`config.mk`:
```
export PLATFORM = sky130hd
export DESIGN_NAME = terminal_line_editor_unit
export DESIGN_NICKNAME = d
export VERILOG_FILES = /design/src/sv/tle_pkg.sv /design/src/sv/tle_front.sv /design/src/sv/tle_cmd_queue.sv /design/src/sv/tle_back.sv /design/src/sv/terminal_line_editor_unit.sv
export SDC_FILE = /design/constraint.sdc
export NUM_CORES = 1
export LEC_CHECK = 0
export ABC_CLOCK_PERIOD_IN_PS = 4800
export BUFFER_PORTS_ARGS = -buffer_cell sky130_fd_sc_hd__buf_2
export CELL_PAD_IN_SITES_DETAIL_PLACEMENT = 2
export CELL_PAD_IN_SITES_GLOBAL_PLACEMENT = 2
export CORE_UTILIZATION = 43
export DETAILED_ROUTE_END_ITERATION = 7
export PLACE_DENSITY_LB_ADDON = 0.1
export REMOVE_ABC_BUFFERS = 1
export SYNTH_ARGS = -nofsm -noshare
export SYNTH_HDL_FRONTEND = slang
export SYNTH_SLANG_ARGS = --single-unit
```
`constraint.sdc`:
```
create_clock -name clock -period 4.8 [get_ports clock]
set_input_delay 0.48 -clock clock [delete_from_list [all_inputs] [get_ports clock]]
set_output_delay 0.48 -clock clock [all_outputs]
set_load 0.01 [all_outputs]
```
`src/sv/tle_pkg.sv`:
```
// Shared types, character codes and the erase sequence of the terminal line editor.
package tle_pkg;

   // Character codes.
   localparam logic [7:0] ASCII_LF  = 8'd10;
   localparam logic [7:0] ASCII_CR  = 8'd13;
   localparam logic [7:0] ASCII_BS  = 8'd8;
   localparam logic [7:0] ASCII_DEL = 8'd127;
   localparam logic [7:0] ASCII_ESC = 8'd27;
   localparam logic [7:0] ASCII_LBR = 8'd91;   // '['
   localparam logic [7:0] ASCII_D   = 8'd68;   // 'D'
   localparam logic [7:0] ASCII_SP  = 8'd32;   // ' '

   // Command queue between the front and the back.
   localparam int QUEUE_DEPTH = 4;
   localparam int QUEUE_AW    = 2;

   // Beat counter for one command; the erase command is the longest.
   typedef logic [2:0] beat_index_type;
   localparam beat_index_type ERASE_LAST_BEAT = 3'd6;

   // Command kinds.
   typedef logic [1:0] cmd_kind_type;
   localparam cmd_kind_type CMD_CHAR  = 2'd0;   // store a character, maybe end the line
   localparam cmd_kind_type CMD_ERASE = 2'd1;   // echo the erase sequence
   localparam cmd_kind_type CMD_TERM  = 2'd2;   // write the terminator only

   // One classified command.
   typedef struct packed {
      cmd_kind_type kind;
      logic [7:0]   ch;     // character to echo and store
      logic [7:0]   pos;    // buffer position of the character
      logic         ends;   // the character completes the line
      logic [7:0]   term;   // terminator position, equal to the line length
   } cmd_type;

   // One result beat.
   typedef struct packed {
      logic [7:0] echo_byte;
      logic       echo_valid;
      logic       store_write;
      logic [7:0] store_index;
      logic [7:0] store_byte;
      logic       line_done;
      logic [7:0] line_length;
      logic       last;
   } rsp_type;

   // Byte of the erase sequence ESC [ D space ESC [ D at a given beat.
   function automatic logic [7:0] erase_byte(input beat_index_type idx);
      logic [7:0] b;
      unique case (idx) inside
         3'd0, 3'd4: b = ASCII_ESC;
         3'd1, 3'd5: b = ASCII_LBR;
         3'd2, 3'd6: b = ASCII_D;
         3'd3:       b = ASCII_SP;
         default:    b = ASCII_ESC;
      endcase
      return b;
   endfunction

endpackage

```
`src/sv/tle_front.sv`:
```
// Front end: accepts received bytes, tracks the line state and classifies each byte.
module tle_front #(
   parameter int MAX_LINE = 256
) (
   input  logic            clock,
   input  logic            reset,
   input  logic            csr_write_enable,
   input  logic [8:0]      csr_write_data,
   input  logic            req_push,
   input  logic [7:0]      req_rx_byte,
   output logic            req_full,
   output logic            q_push,
   output tle_pkg::cmd_type q_data,
   input  logic            q_full
);
   import tle_pkg::*;

   localparam int CapTop     = (MAX_LINE < 256) ? MAX_LINE : 256;
   localparam int ResetCap   = (64 > CapTop) ? CapTop : 64;
   localparam logic [7:0] LimitTop   = 8'(CapTop - 1);
   localparam logic [7:0] LimitReset = 8'(ResetCap - 1);

   logic [7:0] limit_ff, limit_in;
   logic [7:0] chars_ff, chars_in;
   logic       lf_pend_ff, lf_pend_in;
   logic       accept;
   logic [7:0] ch;
   logic [7:0] next_count;
   logic       ends;

   // The character limit is the clamped capacity minus one, worked out at the write.
   always_comb begin
      if (csr_write_data < 9'd2) begin
         limit_in = 8'd1;
      end else if (csr_write_data > 9'(CapTop)) begin
         limit_in = LimitTop;
      end else begin
         limit_in = 8'(csr_write_data - 9'd1);
      end
   end

   assign accept     = req_push & ~q_full;
   assign req_full   = q_full;
   assign ch         = (req_rx_byte == ASCII_CR) ? ASCII_LF : req_rx_byte;
   assign next_count = chars_ff + 8'd1;
   assign ends       = (ch == ASCII_LF) || (next_count >= limit_ff);

   // Classify the byte and work out the next line state.
   always_comb begin
      chars_in        = chars_ff;
      lf_pend_in      = lf_pend_ff;
      q_push          = 1'b0;
      q_data.kind     = CMD_CHAR;
      q_data.ch       = ch;
      q_data.pos      = chars_ff;
      q_data.ends     = ends;
      q_data.term     = next_count;
      if (accept) begin
         if (chars_ff >= limit_ff) begin
            // The capacity shrank below the stored line: close it at once.
            q_push      = 1'b1;
            q_data.kind = CMD_TERM;
            q_data.term = limit_ff;
            chars_in    = 8'd0;
            lf_pend_in  = 1'b0;
         end else if (!lf_pend_ff && req_rx_byte == ASCII_LF) begin
            lf_pend_in = 1'b1;
         end else begin
            lf_pend_in = 1'b0;
            if (ch == ASCII_BS || ch == ASCII_DEL) begin
               if (chars_ff != 8'd0) begin
                  q_push      = 1'b1;
                  q_data.kind = CMD_ERASE;
                  chars_in    = chars_ff - 8'd1;
               end
            end else begin
               q_push   = 1'b1;
               chars_in = ends ? 8'd0 : next_count;
            end
         end
      end
   end

   // State registers.
   always_ff @(posedge clock) begin
      if (reset) begin
         limit_ff   <= LimitReset;
         chars_ff   <= 8'd0;
         lf_pend_ff <= 1'b0;
      end else begin
         if (csr_write_enable) begin
            limit_ff <= limit_in;
         end
         chars_ff   <= chars_in;
         lf_pend_ff <= lf_pend_in;
      end
   end

endmodule

```
`src/sv/tle_cmd_queue.sv`:
```
// Short command queue that decouples the front end from the result back end.
module tle_cmd_queue (
   input  logic             clock,
   input  logic             reset,
   input  logic             push,
   input  tle_pkg::cmd_type push_data,
   output logic             full,
   input  logic             pop,
   output tle_pkg::cmd_type pop_data,
   output logic             empty
);
   import tle_pkg::*;

   cmd_type               entries_ff [QUEUE_DEPTH];
   logic [QUEUE_AW-1:0]   wr_ptr_ff, rd_ptr_ff;
   logic [QUEUE_AW:0]     count_ff, count_in;
   logic                  do_push, do_pop;

   assign full     = (count_ff == (QUEUE_AW + 1)'(QUEUE_DEPTH));
   assign empty    = (count_ff == '0);
   assign do_push  = push & ~full;
   assign do_pop   = pop & ~empty;
   assign pop_data = entries_ff[rd_ptr_ff];

   // Occupancy follows pushes and pops.
   always_comb begin
      count_in = count_ff;
      if (do_push && !do_pop) begin
         count_in = count_ff + 1'b1;
      end else if (do_pop && !do_push) begin
         count_in = count_ff - 1'b1;
      end
   end

   // Pointers and occupancy.
   always_ff @(posedge clock) begin
      if (reset) begin
         wr_ptr_ff <= '0;
         rd_ptr_ff <= '0;
         count_ff  <= '0;
      end else begin
         if (do_push) begin
            wr_ptr_ff <= wr_ptr_ff + 1'b1;
         end
         if (do_pop) begin
            rd_ptr_ff <= rd_ptr_ff + 1'b1;
         end
         count_ff <= count_in;
      end
   end

   // Entry storage.
   always_ff @(posedge clock) begin
      if (do_push) begin
         entries_ff[wr_ptr_ff] <= push_data;
      end
   end

endmodule

```
`src/sv/tle_back.sv`:
```
// Back end: expands each command into result beats and holds them in the output register.
module tle_back (
   input  logic             clock,
   input  logic             reset,
   input  tle_pkg::cmd_type q_data,
   input  logic             q_empty,
   output logic             q_pop,
   input  logic             rsp_pop,
   output logic             rsp_empty,
   output tle_pkg::rsp_type rsp
);
   import tle_pkg::*;

   beat_index_type beat_ff;
   beat_index_type last_beat;
   logic           out_valid_ff;
   rsp_type        out_ff, beat;
   logic           slot_free, advance, at_last;

   // Index of the final beat of the head command.
   always_comb begin
      unique case (q_data.kind)
         CMD_CHAR:  last_beat = q_data.ends ? 3'd1 : 3'd0;
         CMD_ERASE: last_beat = ERASE_LAST_BEAT;
         CMD_TERM:  last_beat = 3'd0;
         default:   last_beat = 3'd0;
      endcase
   end

   assign at_last   = (beat_ff == last_beat);
   assign slot_free = ~out_valid_ff | rsp_pop;
   assign advance   = slot_free & ~q_empty;
   assign q_pop     = advance & at_last;

   // Build the current beat from the head command.
   always_comb begin
      beat = '0;
      if (q_data.kind == CMD_ERASE) begin
         beat.echo_byte  = erase_byte(beat_ff);
         beat.echo_valid = 1'b1;
         beat.last       = at_last;
      end else if (q_data.kind == CMD_CHAR && beat_ff == 3'd0) begin
         beat.echo_byte   = q_data.ch;
         beat.echo_valid  = 1'b1;
         beat.store_write = 1'b1;
         beat.store_index = q_data.pos;
         beat.store_byte  = q_data.ch;
         beat.last        = ~q_data.ends;
      end else begin
         // Terminator beat.
         beat.store_write = 1'b1;
         beat.store_index = q_data.term;
         beat.line_done   = 1'b1;
         beat.line_length = q_data.term;
         beat.last        = 1'b1;
      end
   end

   // Beat counter and output valid.
   always_ff @(posedge clock) begin
      if (reset) begin
         beat_ff      <= '0;
         out_valid_ff <= 1'b0;
      end else if (advance) begin
         beat_ff      <= at_last ? 3'd0 : beat_ff + 3'd1;
         out_valid_ff <= 1'b1;
      end else if (rsp_pop) begin
         out_valid_ff <= 1'b0;
      end
   end

   // Output payload.
   always_ff @(posedge clock) begin
      if (advance) begin
         out_ff <= beat;
      end
   end

   assign rsp_empty = ~out_valid_ff;
   assign rsp       = out_ff;

endmodule

```
`src/sv/terminal_line_editor_unit.sv`:
```
// Top level of the terminal line editor.
// Each received byte is classified by the front end and, if it causes results, queued as
// one command in a four-entry queue; the back end sends one result beat per cycle from its
// output register while results are popped. A plain character costs one beat, a character
// that ends the line two, a backspace or delete with stored characters seven, and a dropped
// line feed or a backspace on an empty line none. Sustained input rate is one byte per
// cycle as long as each byte yields at most one beat; otherwise it is set by the back end's
// one beat per cycle, and the queue absorbs short bursts. A byte's first beat comes after
// the queue entry and the output register. The capacity register may only be written while
// the block is idle; its value is clamped to the range 2 to min(MAX_LINE, 256).
module terminal_line_editor_unit #(
   parameter int MAX_LINE = 256
) (
   input  logic       clock,
   input  logic       reset,
   input  logic       csr_write_enable,
   input  logic [8:0] csr_write_data,
   input  logic       req_push,
   input  logic [7:0] req_rx_byte,
   output logic       req_full,
   output logic       rsp_empty,
   input  logic       rsp_pop,
   output logic [7:0] rsp_echo_byte,
   output logic       rsp_echo_valid,
   output logic       rsp_store_write,
   output logic [7:0] rsp_store_index,
   output logic [7:0] rsp_store_byte,
   output logic       rsp_line_done,
   output logic [7:0] rsp_line_length,
   output logic       rsp_last
);
   import tle_pkg::*;

   logic    q_push, q_full, q_pop, q_empty;
   cmd_type q_in, q_out;
   rsp_type rsp;

   // Byte classification and line state.
   tle_front #(
      .MAX_LINE (MAX_LINE)
   ) u_front (
      .clock            (clock),
      .reset            (reset),
      .csr_write_enable (csr_write_enable),
      .csr_write_data   (csr_write_data),
      .req_push         (req_push),
      .req_rx_byte      (req_rx_byte),
      .req_full         (req_full),
      .q_push           (q_push),
      .q_data           (q_in),
      .q_full           (q_full)
   );

   // Command queue.
   tle_cmd_queue u_queue (
      .clock     (clock),
      .reset     (reset),
      .push      (q_push),
      .push_data (q_in),
      .full      (q_full),
      .pop       (q_pop),
      .pop_data  (q_out),
      .empty     (q_empty)
   );

   // Result beat generation.
   tle_back u_back (
      .clock     (clock),
      .reset     (reset),
      .q_data    (q_out),
      .q_empty   (q_empty),
      .q_pop     (q_pop),
      .rsp_pop   (rsp_pop),
      .rsp_empty (rsp_empty),
      .rsp       (rsp)
   );

   assign rsp_echo_byte   = rsp.echo_byte;
   assign rsp_echo_valid  = rsp.echo_valid;
   assign rsp_store_write = rsp.store_write;
   assign rsp_store_index = rsp.store_index;
   assign rsp_store_byte  = rsp.store_byte;
   assign rsp_line_done   = rsp.line_done;
   assign rsp_line_length = rsp.line_length;
   assign rsp_last        = rsp.last;

endmodule
```
==> impl_metrics.toml, run 1 <==
[run_status]
status = "finished clean"

[clock_tree]
post-cts-setup-buffers = 0
cts_made_buffers = 17
clk_latency_ns = 0.43
ctsResizeCount = 0
clock_sinks = 173
cts-root-buf = "clkbuf_16"
cts_max_level = 4
clkTransAtPathRegs_ns = 0.06
cts_tree = "done"
ctsHoldBuffers = 0
clockBufferDepth = 2

[pwr]
power_per_cell_area_nw_per_um2 = 535
finalPower_w = 0.00467
leakage_nw = 3.37
vdd.ir_drop.worst_uv = 304

[routing]
drtIter0Drc = 261
antenna_left = 0
routed_wl_um = 20700
drc = 0
num_vias = 4721
viasPerCell = 5.69
first_pass_iters = 4
routedWlPerCell_um = 24.9

[yosys]
synth_common_cells = "edfxtp_1, nor2_1, a21oi_1"
ys_ff_latch = 173
synth_cell_types = 62
synthTopCellsByArea = "edfxtp_1, dfxtp_1, mux4_2, ha_1, a21oi_1"
synthesis.area_um2 = 7720
synth_top_area_cell = "edfxtp_1"
netlist_instances = 537
synth_top_area_share_pct = 55.6
syn_area_per_cell_um2 = 14.4
synthFlopType = "edfxtp_1"
yosysWarnings = 0
synth_edf_count = 143
synth-seq-area-share_pct = 63.4
synth_most_common_cell = "edfxtp_1"
ys_async_sr_fraction_pct = 0

[critical_path]
critical_path_class = "reg -> reg"
worstSetupEndpoint = "u_queue.count_ff[2]"
critPathMaxFanout = 16
r2r-end = "u_queue.count_ff[2]"
reg2reg_depth = 14
r2r_slack_ns = 0.91
crit_path_end_kind = "flip-flop"
required_ns = 5.16
crit_arrival_ns = 4.25
critPathLaunchType = "flip-flop"
r2r-start = "u_front.chars_ff[0]"
crit_start = "u_front.chars_ff[0]"

[sta]
worst_pin_slew_ns = 1.19
final-setup-viol-count = 0
rsz0062_at_grt = "no"
setup_tns_ns = 0
slew_headroom_pct = 19.4
setup_ws_ns = 0.905
fin_crit_sh_pct = 81.1
min_period_ns = 3.89
clock.fmax_mhz = 257
hold_viol = 0
clock_skew_ns = 0.0103
drv_slew = 0

[placed_design]
place_congestion = 0.780
place_area_um2 = 8170
place_hpwl_um = 13700
pre_cts_slack_ns = 1.03
port_buffers = 59

[finish]
area_delta_synth_final_pct = 13.1
layout.nets = 644
drive_gt1_share_pct = 23.0
antenna_cells = 0
final_core_util_pct = 50.1
final_area_um2 = 8730

[global_route]
grt.overflow.total = 0
antenna_found_initial = 0
grt_pass1_vias = 5407
grt_pass1_wl_um = 31800
grt_max_degree = 41
grt_usage_pct = 24.0

[floorplan]
rows = 48
die_w_um = 136
core_um2 = 17400
dieHeight_um = 136
io-pin-count = 60
start_util_pct = 44.3
die-area_um2 = 18500

[worst_hold_path]
hold_path_class = "in -> reg"

[run]
cap_violations = 0
[where the power goes]
part / internal (W) / switching, W
Clock: 0.000737 / 0.000559
Combinational: 0.000466 / 0.000763
Sequential: 0.00202 / 0.000126
[layout make-up]
| class | count | area [um2] |
|---|---|---|
| Fill cell | 1667 | 8690 |
| Timing Repair Buffer | 64 | 333 |
| Clock inverter | 9 | 57.6 |
| Tap cell | 225 | 282 |
| Sequential cell | 173 | 4900 |
| Clock buffer | 23 | 500 |
| Multi-Input combinational cell | 308 | 2560 |
| Inverter | 28 | 105 |
[how the worst min path moves through the flow]
stage                              from                  end  slack [ns]  depth (start not counted)
floorplan           u_front.limit_ff[5]  u_front.limit_ff[5]        0.44                          2
global placement    u_front.limit_ff[2]  u_front.limit_ff[2]        0.45                          1
detailed placement  u_front.limit_ff[2]  u_front.limit_ff[2]        0.47                          1
CTS                    csr_write_enable  u_front.limit_ff[7]        0.30                          2
global route           csr_write_enable  u_front.limit_ff[7]        0.32                          2
finish                 csr_write_enable  u_front.limit_ff[7]        0.31                          2
[per-stage QoR]
stage / hold WS (ns) / cells
2_1_floorplan: 0.436 / 509
3_5_place_dp: 0.466 / 798
5_1_grt: 0.319 / 830
4_1_cts: 0.301 / 830
3_3_place_gp: 0.452 / 798
6_report: 0.309 / 830
[layer usage]
| metal | share of wire [%] | wire length (um) | track usage (%) | vias to the layer above |
|---|---|---|---|---|
| met5 | 0 | 0 | 0 | - |
| met4 | 1.6 | 330 | 8.27 | 0 |
| met3 | 3.6 | 741 | 4.74 | 25 |
| met2 | 53 | 10900 | 42.7 | 125 |
| met1 | 42 | 8690 | 28.9 | 2432 |
| li1 | - | - | - | 2139 |
[worst max-delay path: stages (launching register included)]
cell	delay (ns)
dfxtp_1	0.65
inv_1	0.18
ha_1	0.36
nand2b_1	0.12
a211o_1	0.12
a21oi_1	0.07
o21ai_2	0.61
o21ai_4	0.28
inv_2	0.14
ha_1	0.20
inv_1	0.07
fa_1	0.38
xor2_1	0.18
or3_1	0.31
a21oi_1	0.14
[cells by family after synthesis]
logic type	Yosys count	synth area share, %
adder cells (fa/ha/maj)	30	4.96
XOR/XNOR	21	2.38
multiplexers	32	8.04
AO/OA/AOI/OAI	92	8.17
flip-flops	173	63.4
buffers and inverters	56	3.66
AND/OR/NAND/NOR	133	9.37
[placed cells by master, fill, tap and decap left out, types with 15 or more instances in the layout]
cell type	n
ha_1	29
nor2_1	32
a21oi_1	30
inv_1	26
clkbuf_16	19
mux4_2	24
nor3_1	15
dfxtp_1	29
nand2_1	18
buf_2	59
edfxtp_1	143
[flip-flops by register name (all words and copies together) (netlist names), named ones only]
signal               cells
u_back.rsp              35
u_queue.entries_ff     108
u_queue.wr_ptr_ff        2
u_back.beat_ff           3
u_back.out_valid_ff      1
u_queue.count_ff         3
u_front.limit_ff         8
u_queue.rd_ptr_ff        2
u_front.lf_pend_ff       1
u_front.chars_ff         8
Note: power is estimated with default switching activity, not from simulation.
==> inputs of run 2 (changes only) <==
--- a/config.mk
+++ b/config.mk
@@ -5,7 +5,7 @@
 export SDC_FILE = /design/constraint.sdc
 export NUM_CORES = 1
 export LEC_CHECK = 0
-export ABC_CLOCK_PERIOD_IN_PS = 4800
+export ABC_CLOCK_PERIOD_IN_PS = 3900
 export BUFFER_PORTS_ARGS = -buffer_cell sky130_fd_sc_hd__buf_2
 export CELL_PAD_IN_SITES_DETAIL_PLACEMENT = 2
 export CELL_PAD_IN_SITES_GLOBAL_PLACEMENT = 2
==> constraint.sdc (replaced) <==
create_clock -name clock -period 3.9 [get_ports clock]
set_input_delay 0.39 -clock clock [delete_from_list [all_inputs] [get_ports clock]]
set_output_delay 0.39 -clock clock [all_outputs]
set_load 0.01 [all_outputs]
==> run 2 against run 1 <==
Net effect:
- global-route usage down 0.072 points
- register-to-register slack worse by 0.46 ns
- setup slack got worse by 0.46 ns
- count of clock-buffer cells in the layout is 3 higher
- total power rose by 27%
- via count rose by 2.3%
- die area unchanged
- utilization increased by 0.64 points
- critical path type unchanged
- critical endpoint is now u_front.chars_ff[5]
==> impl_metrics.toml, run 2 (same netlist as run 1, synthesis figures left out) <==
[run_status]
status = "finished clean"

[clock_tree]
cts_tree = "done"
post-cts-setup-buffers = 0
cts_made_buffers = 17
clk_latency_ns = 0.44
clock_sinks = 173
cts-root-buf = "clkbuf_16"
ctsResizeCount = 0
clockBufferDepth = 2
clkTransAtPathRegs_ns = 0.07
ctsHoldBuffers = 0
cts_max_level = 4

[routing]
num_vias = 4829
viasPerCell = 5.75
drc = 0
first_pass_iters = 5
antenna_left = 0
routedWlPerCell_um = 24.7
routed_wl_um = 20800
drtIter0Drc = 271

[floorplan]
start_util_pct = 44.3
dieHeight_um = 136
core_um2 = 17400
rows = 48
die-area_um2 = 18500
die_w_um = 136
io-pin-count = 60

[finish]
mostFrequentLayoutCells = "edfxtp_1, buf_2, nor2_1"
final_core_util_pct = 50.8
top_register = "u_queue.entries_ff"
drive_gt1_share_pct = 24.1
antenna_cells = 0
final_area_um2 = 8840
final_common_cell = "edfxtp_1"
largest_reg_flops = 108
layout.nets = 654
area_delta_synth_final_pct = 14.5

[critical_path]
critPathTopFamily = "simple AND/OR/NAND/NOR gates"
critPathMaxFanout = 14
path_cells = "ha_1, nand3_1, nor2_1, xor2_1, ha_1, o21ai_0, nor2_1, a211oi_1, a21oi_1, or3_1, nor4_1, a211o_1"
critPathLaunchType = "flip-flop"
crit_arrival_ns = 3.82
cp_slowest_cell = "dfxtp_1"
cpPeakStageDelay_ns = 0.59
crit_path_end_kind = "flip-flop"
critical_path_class = "reg -> reg"
required_ns = 4.27
crit_buf_inv = 0
r2r_slack_ns = 0.44

[placed_design]
place_area_um2 = 8240
pre_cts_slack_ns = 0.488
place_congestion = 0.792
port_buffers = 59
place_hpwl_um = 14300

[sta]
setup_tns_ns = 0
hold_viol = 0
fin_crit_sh_pct = 88.6
min_period_ns = 3.46
setup_ws_ns = 0.445
slew_headroom_pct = 26.3
clock.fmax_mhz = 289
rsz0062_at_grt = "no"
clock_skew_ns = 0.0166
final-setup-viol-count = 0
worst_pin_slew_ns = 1.09
drv_slew = 0

[pwr]
vdd.ir_drop.worst_uv = 330
pwr-share-seq_pct = 44.6
power_frac_comb_pct = 26.5
power_switching_w = 0.00188
finalPower_w = 0.00594
intPower_w = 0.00406
power_per_cell_area_nw_per_um2 = 672
leakage_nw = 3.44
clkPwrFrac_pct = 28.8
sw_frac_of_total_pct = 31.6

[global_route]
antenna_found_initial = 1
grt.overflow.total = 0
grt_max_degree = 40
grt-busiest-layer = "met2"
use_met3_pct = 3.95
grt_util_met2_pct = 40.5
grt_pass1_wl_um = 31600
grt_pass1_vias = 5364
grt_util_met1_pct = 30.5
grt_usage_pct = 23.9

[worst_hold_path]
hold_path_class = "in -> reg"

[run]
cap_violations = 0
[run 2: area by class of cell]
class                   instances  area [um2]
flip-flops and latches        173        4900
repair buffers                 74         408
multi-input cells             308        2550
well taps                     225         282
clock inverters                 6        43.8
clock buffers                  26         554
fillers                      1657        8580
inverters                      28         105
[run 2: path summary, 6_finish.rpt]
kind	from	endpoint	depth (start not counted)
max reg2reg	u_front.chars_ff[0]	u_front.chars_ff[5]	12
min	csr_write_enable	u_front.limit_ff[7]	2
max	u_front.chars_ff[0]	u_front.chars_ff[5]	12
min reg2reg	u_front.limit_ff[3]	u_front.limit_ff[3]	1
[run 2: power groups by stage]
stage	clock network [W]	logic (W)	registers (W)
6_report	0.00171	0.00158	0.00265
2_1_floorplan	0	0.000780	0.00279
3_3_place_gp	0	0.00144	0.00263
3_5_place_dp	0	0.00159	0.00270
4_1_cts	0.00174	0.00162	0.00266
5_1_grt	0.00179	0.00172	0.00269
[run 2: layer usage]
layer,up-vias,part of all wire [%]
met1,2495,43
met2,139,50
li1,2155,-
met4,0,2.8
met5,-,0
met3,40,4.2
[run 2: through the flow]
stage                     std cells  hold slack, ns
after detailed placement        808           0.458
after global routing            840           0.230
after floorplan                 509           0.436
after CTS                       840           0.211
final                           840           0.223
after global placement          808           0.450
